File: config.mk
export PLATFORM = sky130hd
export DESIGN_NAME = hashed_segment_bump_allocator
export DESIGN_NICKNAME = d
export VERILOG_FILES = /design/src/rtl/hsba_pkg.sv /design/src/rtl/hsba_home.sv /design/src/rtl/hashed_segment_bump_allocator.sv
export SDC_FILE = /design/constraint.sdc
export NUM_CORES = 1
export LEC_CHECK = 0
export BUFFER_PORTS_ARGS = -buffer_cell sky130_fd_sc_hd__buf_2
export CAP_MARGIN = 20
export CORE_AREA = 8 8 286 260
export DETAILED_ROUTE_END_ITERATION = 6
export DIE_AREA = 0 0 294 268
export PLACE_DENSITY_LB_ADDON = 0.05
export SYNTH_ARGS = -nofsm -noshare
export SYNTH_HDL_FRONTEND = slang
export SYNTH_SLANG_ARGS = --single-unit
File: constraint.sdc
create_clock -name i_clk -period 9.75 [get_ports i_clk]
set_clock_uncertainty 0.15 [all_clocks]
set_input_delay 0.4875 -clock i_clk [delete_from_list [all_inputs] [get_ports i_clk]]
set_output_delay 0.4875 -clock i_clk [all_outputs]
set_load 0.005 [all_outputs]
File: src/rtl/hsba_pkg.sv
// Shared constants and types for the hashed segment bump allocator.
package hsba_pkg;

    // Default configuration of the allocator.
    localparam int HSBA_SEGMENTS      = 16;
    localparam int HSBA_SEGMENT_BYTES = 1048576;
    localparam int HSBA_PROBES        = 3;

    // Fixed field widths of the request and response ports.
    localparam int HSBA_SIZE_W = 21;
    localparam int HSBA_HASH_W = 32;
    localparam int HSBA_IDX_W  = 4;
    localparam int HSBA_OFF_W  = 20;

    // Control that travels with a request from the hash stages to the allocation stage.
    typedef struct packed {
        logic valid;
        logic too_large;
    } t_ctl;

endpackage

File: src/rtl/hsba_home.sv
// Two-stage reduction of the request hash to a home segment, plus the size check.
module hsba_home
    import hsba_pkg::*;
#(
    parameter int SEGMENTS      = HSBA_SEGMENTS,
    parameter int SEGMENT_BYTES = HSBA_SEGMENT_BYTES
) (
    input  logic                         i_clk,
    input  logic                         i_rst_n,
    input  logic                         i_advance,
    input  logic                         i_valid,
    input  logic [HSBA_SIZE_W-1:0]       i_request_size,
    input  logic [HSBA_HASH_W-1:0]       i_hash,
    output t_ctl                         o_ctl,
    output logic [$clog2(SEGMENTS)-1:0]  o_home,
    output logic [HSBA_SIZE_W-1:0]       o_request_size
);

    localparam int IW = $clog2(SEGMENTS);
    localparam int FW = $clog2(SEGMENT_BYTES + 1);
    localparam int CW = (FW > HSBA_SIZE_W) ? FW : HSBA_SIZE_W;
    // Truncated reciprocal; the estimated quotient is exact or one too small.
    localparam logic [HSBA_HASH_W-1:0] HASH_RECIP =
        HSBA_HASH_W'(64'd4294967296 / 64'(SEGMENTS));

    logic                     r_a_valid;
    logic [HSBA_HASH_W-1:0]   r_a_quot;
    logic [HSBA_HASH_W-1:0]   r_a_hash;
    logic [HSBA_SIZE_W-1:0]   r_a_size;
    logic [63:0]              w_prod;
    logic [HSBA_HASH_W:0]     w_rem;
    logic [HSBA_HASH_W:0]     w_rem_fix;
    t_ctl                     n_ctl;
    t_ctl                     r_ctl;
    logic [IW-1:0]            r_home;
    logic [HSBA_SIZE_W-1:0]   r_size;

    // First stage: estimate the quotient of the hash by the segment count.
    assign w_prod = 64'(i_hash) * 64'(HASH_RECIP);

    always_ff @(posedge i_clk) begin
        if (!i_rst_n) begin
            r_a_valid <= 1'b0;
        end else if (i_advance) begin
            r_a_valid <= i_valid;
        end
    end

    always_ff @(posedge i_clk) begin
        if (i_advance) begin
            r_a_quot <= w_prod[63:32];
            r_a_hash <= i_hash;
            r_a_size <= i_request_size;
        end
    end

    // Second stage: remainder with one correction step, and the oversize check.
    assign w_rem = (HSBA_HASH_W + 1)'(r_a_hash)
                 - ((HSBA_HASH_W + 1)'(r_a_quot) * (HSBA_HASH_W + 1)'(SEGMENTS));
    assign w_rem_fix = (w_rem >= (HSBA_HASH_W + 1)'(SEGMENTS))
                     ? w_rem - (HSBA_HASH_W + 1)'(SEGMENTS) : w_rem;

    always_comb begin
        n_ctl.valid     = r_a_valid;
        n_ctl.too_large = CW'(r_a_size) > CW'(SEGMENT_BYTES);
    end

    always_ff @(posedge i_clk) begin
        if (!i_rst_n) begin
            r_ctl <= '0;
        end else if (i_advance) begin
            r_ctl <= n_ctl;
        end
    end

    always_ff @(posedge i_clk) begin
        if (i_advance) begin
            r_home <= w_rem_fix[IW-1:0];
            r_size <= r_a_size;
        end
    end

    assign o_ctl          = r_ctl;
    assign o_home         = r_home;
    assign o_request_size = r_size;

endmodule

File: src/rtl/hashed_segment_bump_allocator.sv
// Top level of the hashed segment bump allocator.
// Usage: a request transaction carries a byte size and a key hash on the input
// channel (i_valid / o_stall); the response transaction carries the segment index,
// the byte offset in that segment, a reclaimed flag and a too-large flag on the
// output channel (o_valid / i_stall). Every request gives exactly one response.
// The hash modulo the segment count picks a home segment. The home segment and
// the next PROBES segments (wrapping) are tried in order; the first with room
// is bumped. If none has room, the home segment restarts at the request size.
// A request larger than a segment is flagged and changes nothing.
// A multiply stage and a correction stage reduce the hash, then a last stage
// reads and updates the fill table and loads the response register. One request
// is accepted per cycle while o_stall is low; back-to-back requests see each
// other's updates because the table is only read and written in that last stage.
// Synchronous reset clears the fill table and all valid flags.
// When the receiver stalls a waiting response, the whole pipeline holds and
// o_stall rises in the same cycle, so no transaction is dropped.
module hashed_segment_bump_allocator
    import hsba_pkg::*;
#(
    parameter int SEGMENTS      = HSBA_SEGMENTS,
    parameter int SEGMENT_BYTES = HSBA_SEGMENT_BYTES,
    parameter int PROBES        = HSBA_PROBES
) (
    input  logic                    i_clk,
    input  logic                    i_rst_n,
    input  logic                    i_valid,
    output logic                    o_stall,
    input  logic [HSBA_SIZE_W-1:0]  i_request_size,
    input  logic [HSBA_HASH_W-1:0]  i_hash,
    output logic                    o_valid,
    input  logic                    i_stall,
    output logic [HSBA_IDX_W-1:0]   o_segment_index,
    output logic [HSBA_OFF_W-1:0]   o_offset,
    output logic                    o_reclaimed,
    output logic                    o_too_large
);

    localparam int IW = $clog2(SEGMENTS);
    localparam int FW = $clog2(SEGMENT_BYTES + 1);
    localparam int CW = (FW > HSBA_SIZE_W) ? FW : HSBA_SIZE_W;
    localparam int PW = $clog2(PROBES + 1);

    logic                    w_advance;
    t_ctl                    w_ctl;
    logic [IW-1:0]           w_home;
    logic [HSBA_SIZE_W-1:0]  w_size;
    logic [FW-1:0]           r_fill [SEGMENTS];
    logic [IW-1:0]           w_cand [PROBES+1];
    logic [FW-1:0]           w_pos  [PROBES+1];
    logic [PROBES:0]         w_fit;
    logic                    w_hit;
    logic [PW-1:0]           w_pick;
    logic [IW-1:0]           w_seg;
    logic [FW-1:0]           w_off;
    logic [FW-1:0]           w_fill_new;
    logic [IW+HSBA_IDX_W-1:0] w_seg_pad;
    logic [FW+HSBA_OFF_W-1:0] w_off_pad;
    logic                    w_commit;
    logic                    r_out_valid;
    logic [HSBA_IDX_W-1:0]   r_seg;
    logic [HSBA_OFF_W-1:0]   r_off;
    logic                    r_reclaimed;
    logic                    r_too_large;

    // The pipeline moves whenever the response register is free or being taken.
    assign w_advance = !r_out_valid || !i_stall;
    assign o_stall   = !w_advance;

    hsba_home #(
        .SEGMENTS      (SEGMENTS),
        .SEGMENT_BYTES (SEGMENT_BYTES)
    ) u_home (
        .i_clk          (i_clk),
        .i_rst_n        (i_rst_n),
        .i_advance      (w_advance),
        .i_valid        (i_valid),
        .i_request_size (i_request_size),
        .i_hash         (i_hash),
        .o_ctl          (w_ctl),
        .o_home         (w_home),
        .o_request_size (w_size)
    );

    // Candidate segments: the home segment and its wrapping neighbors.
    for (genvar k = 0; k <= PROBES; k++) begin : g_probe
        localparam int STEP = k % SEGMENTS;
        logic [IW:0] sum;
        assign sum = (IW + 1)'(w_home) + (IW + 1)'(STEP);
        assign w_cand[k] = (sum >= (IW + 1)'(SEGMENTS))
                         ? IW'(sum - (IW + 1)'(SEGMENTS)) : IW'(sum);
        assign w_pos[k] = r_fill[w_cand[k]];
        assign w_fit[k] = (CW'(SEGMENT_BYTES) - CW'(w_pos[k])) >= CW'(w_size);
    end

    // The first candidate with room wins.
    always_comb begin
        w_hit  = 1'b0;
        w_pick = '0;
        for (int k = PROBES; k >= 0; k--) begin
            if (w_fit[k]) begin
                w_hit  = 1'b1;
                w_pick = PW'(k);
            end
        end
    end

    // Placement, or a restart of the home segment when nothing fits.
    always_comb begin
        if (w_hit) begin
            w_seg      = w_cand[w_pick];
            w_off      = w_pos[w_pick];
            w_fill_new = FW'(CW'(w_pos[w_pick]) + CW'(w_size));
        end else begin
            w_seg      = w_home;
            w_off      = '0;
            w_fill_new = FW'(w_size);
        end
    end

    assign w_seg_pad = (IW + HSBA_IDX_W)'(w_seg);
    assign w_off_pad = (FW + HSBA_OFF_W)'(w_off);
    assign w_commit  = w_advance && w_ctl.valid;

    // Fill table update for every request that is not oversized.
    always_ff @(posedge i_clk) begin
        if (!i_rst_n) begin
            for (int s = 0; s < SEGMENTS; s++) begin
                r_fill[s] <= '0;
            end
        end else if (w_commit && !w_ctl.too_large) begin
            r_fill[w_seg] <= w_fill_new;
        end
    end

    // Response register.
    always_ff @(posedge i_clk) begin
        if (!i_rst_n) begin
            r_out_valid <= 1'b0;
        end else if (w_advance) begin
            r_out_valid <= w_ctl.valid;
        end
    end

    always_ff @(posedge i_clk) begin
        if (w_commit) begin
            if (w_ctl.too_large) begin
                r_seg       <= '0;
                r_off       <= '0;
                r_reclaimed <= 1'b0;
                r_too_large <= 1'b1;
            end else begin
                r_seg       <= w_seg_pad[HSBA_IDX_W-1:0];
                r_off       <= w_off_pad[HSBA_OFF_W-1:0];
                r_reclaimed <= !w_hit;
                r_too_large <= 1'b0;
            end
        end
    end

    assign o_valid         = r_out_valid;
    assign o_segment_index = r_seg;
    assign o_offset        = r_off;
    assign o_reclaimed     = r_reclaimed;
    assign o_too_large     = r_too_large;

endmodule

==> reports/results.tsv <==
metric	value	unit
status	complete, no violations	
CP max FO	16	
number of synthesized flops with an enable pin	412	
number of synthesis warnings	0	
slew margin rel.	0.207	
vias per inst	6.72	
IO buf count	56	
DP HPWL	76100	um
Synth area leader	edfxtp_1	
Peak VDD IR	0.139	mV
synth top area cells	edfxtp_1, mux4_2, nor3_1	
Layout fillers	5897	
cts bufs inserted	50	
Netlist cell types	73	
Yosys top cell area share	0.400	
pwr dens	239	mW/mm^2
die height	268	um
starting density of the core	0.445	
CP max-delay cell	mux4_2	
Slew Viols, Final	0	
xor/xnor share of the synthesized area	0.0279	
worst slack, placed	-0.0464	ns
top_reg_cell synth	edfxtp_1	
DIE AREA	0.0788	mm^2
count leader, synth	edfxtp_1	
Worst path max stage delay	0.61	ns
actual slew at the worst max-slew pin	1.16	ns
Vias	23500	
die span in x	294	um
path depth of the worst reg2reg path	33	
Multi-input gate area	0.0178	mm^2
grt total ovfl	0	
crit share post-route	0.969	
fmax	0.106	GHz
Post-Syn Nets	2515	
Routed WL	111000	um
initial antenna violation count	0	
commonest cells in the netlist	edfxtp_1, mux4_2, nor3_1	
CP Class	reg2reg	
placement-stage cell area	0.0339	mm^2
DR iter-0 viols	2967	
post-synthesis cell count	2345	
flops & latches, synth	420	
post-synthesis mux area share	0.322	
main combinational cell family by area after synthesis	multiplexers	
crit end category	flip-flop	
Synth Area in Adders	0.0460	
WL per Instance	31.7	um
Layout area overhead	17.2	%
final hold vios	0	
share of layout cells above drive strength 1	0.330	
io pins	85	
Post-Synth Simple-Gate Area	0.114	
CTS root buffer	clkbuf_16	
first-pass GRT wire length	158000	um
hold depth	0	
CTS sink count	420	
post-synthesis compound-gate area fraction	0.0503	
row count	92	
Syn Std Cell Area	0.0309	mm^2
First-pass DRT Iterations	5	
core area	0.0694	mm^2
min Tclk post-route	9.45	ns
Avg Synthesized Cell Area	13.2	um^2
hold_ws	0.301	ns
Final Cell Area	0.0362	mm^2
critical path startpoint category	flip-flop	
Residual DRC	0	
number of diodes	0	
max-cap violations	0	
Total GRT Usage	0.273	
Leakage	12.8	nW
clock transition at the registers of the reported paths	0.06	ns
Synth async-reset ratio	0	
CTS tree	yes	
H-Tree Depth	2	
Final setup viols	0	
Setup WS post-layout	0.298	ns
largest net degree at the start of global routing	92	
Post-Route Setup TNS	0	ns
CP required	10.03	ns
Total Power	0.00867	W
sequential cell area	0.0125	mm^2
worst skew pair latency	0.62	ns
Longest Clk Path Bufs	3	
nets	2695	
Hold Path Class	reg2reg	
Antenna Nets Post-Route	0	
CP arrival	9.73	ns
number of global-route vias before repair	22800	
Final GP Congestion	0.943	
sequential fraction of the synthesis area	0.405	
## registers in the layout, indices dropped and copies added (netlist names), 2 cells and up, named ones only
signal / cells
r_fill: 336
u_home.o_home: 4
u_home.o_ctl: 2
o_segment_index: 4
u_home.r_a_hash: 4
u_home.r_a_size: 21
o_offset: 20
u_home.o_request_size: 21
## worst max-delay path: cells and delay by family (launching register included)
family	cells	cell delay [ns]
AO/OA/AOI/OAI	9	2.38
XOR/XNOR	2	0.40
adder cells (fa/ha/maj)	3	0.89
buffers and inverters	6	1.05
flip-flops	1	0.41
multiplexers	2	0.85
AND/OR/NAND/NOR	11	3.10
## layout make-up
cell class / instances / share of cell area
clock inverter: 26 / 0.00729
tap: 940 / 0.0325
multi-input combinational: 1673 / 0.491
sequential: 420 / 0.346
inverter: 36 / 0.00373
clock buffer: 64 / 0.0365
timing repair buffer: 344 / 0.0823
## stage by stage
stage / util / cells
detailed placement: 0.489 / 3367
finish: 0.522 / 3503
floorplan: - / 2345
global route: 0.522 / 3503
global placement: 0.488 / 3366
CTS: 0.516 / 3486
## metal layers
layer  up-vias  track usage  part of all wire
li1       9926            -                 -
met1     12000        0.372              0.40
met2      1387        0.426              0.45
met3       194       0.0777              0.12
met4         0       0.0807             0.030
met5         -            0                 0
## layout by cell type, fill, tap and decap left out, types with 17 or more instances in the layout
cell type,synthesis,final
edfxtp_1,412,412
mux4_2,374,374
nor3_1,335,333
buf_4,9,224
mux2i_1,132,130
nand2_1,117,116
ha_1,112,110
nor2_1,72,70
a21oi_1,59,58
buf_2,34,56
clkbuf_16,0,54
xnor2_1,55,53
xor2_1,38,36
o21ai_0,53,35
inv_1,35,35
nor4_1,33,29
a211oi_1,28,28
buf_12,0,28
dlygate4sd3_1,0,26
nor3b_1,21,21
o21ai_4,0,20
mux2_2,17,17
nand3_1,21,17
## what timing repair did
action                     4_1_cts  5_1_grt
resized for setup                3       21
hold endpoints to repair        26        0
setup buffers                    2       12
hold buffers                    26        0
pin swaps                        1        8
setup endpoints to repair       39      128
cloned                           1        4
## report_power, final
part / internal (W) / switching [W]
sequential: 0.00209 / 0.0000948
combinational: 0.00176 / 0.00285
clock: 0.00107 / 0.000801
total: 0.00492 / 0.00375
## worst paths after layout
check                      start                        end  slack, ns
max             u_home.o_home[1]             r_fill[14][17]       0.30
min          u_home.r_a_size[17]  u_home.o_request_size[17]       0.30
max reg2reg     u_home.o_home[1]             r_fill[14][17]       0.30
min reg2reg  u_home.r_a_size[17]  u_home.o_request_size[17]       0.30
## cells by family after synthesis
| kind of cell | count (synthesis) |
|---|---|
| simple gates | 693 |
| mux | 524 |
| flops | 420 |
| buf+inv | 253 |
| compound gates | 246 |
| fa+ha+maj | 113 |
| xor+xnor | 96 |
(Power assumes the default switching activity.)
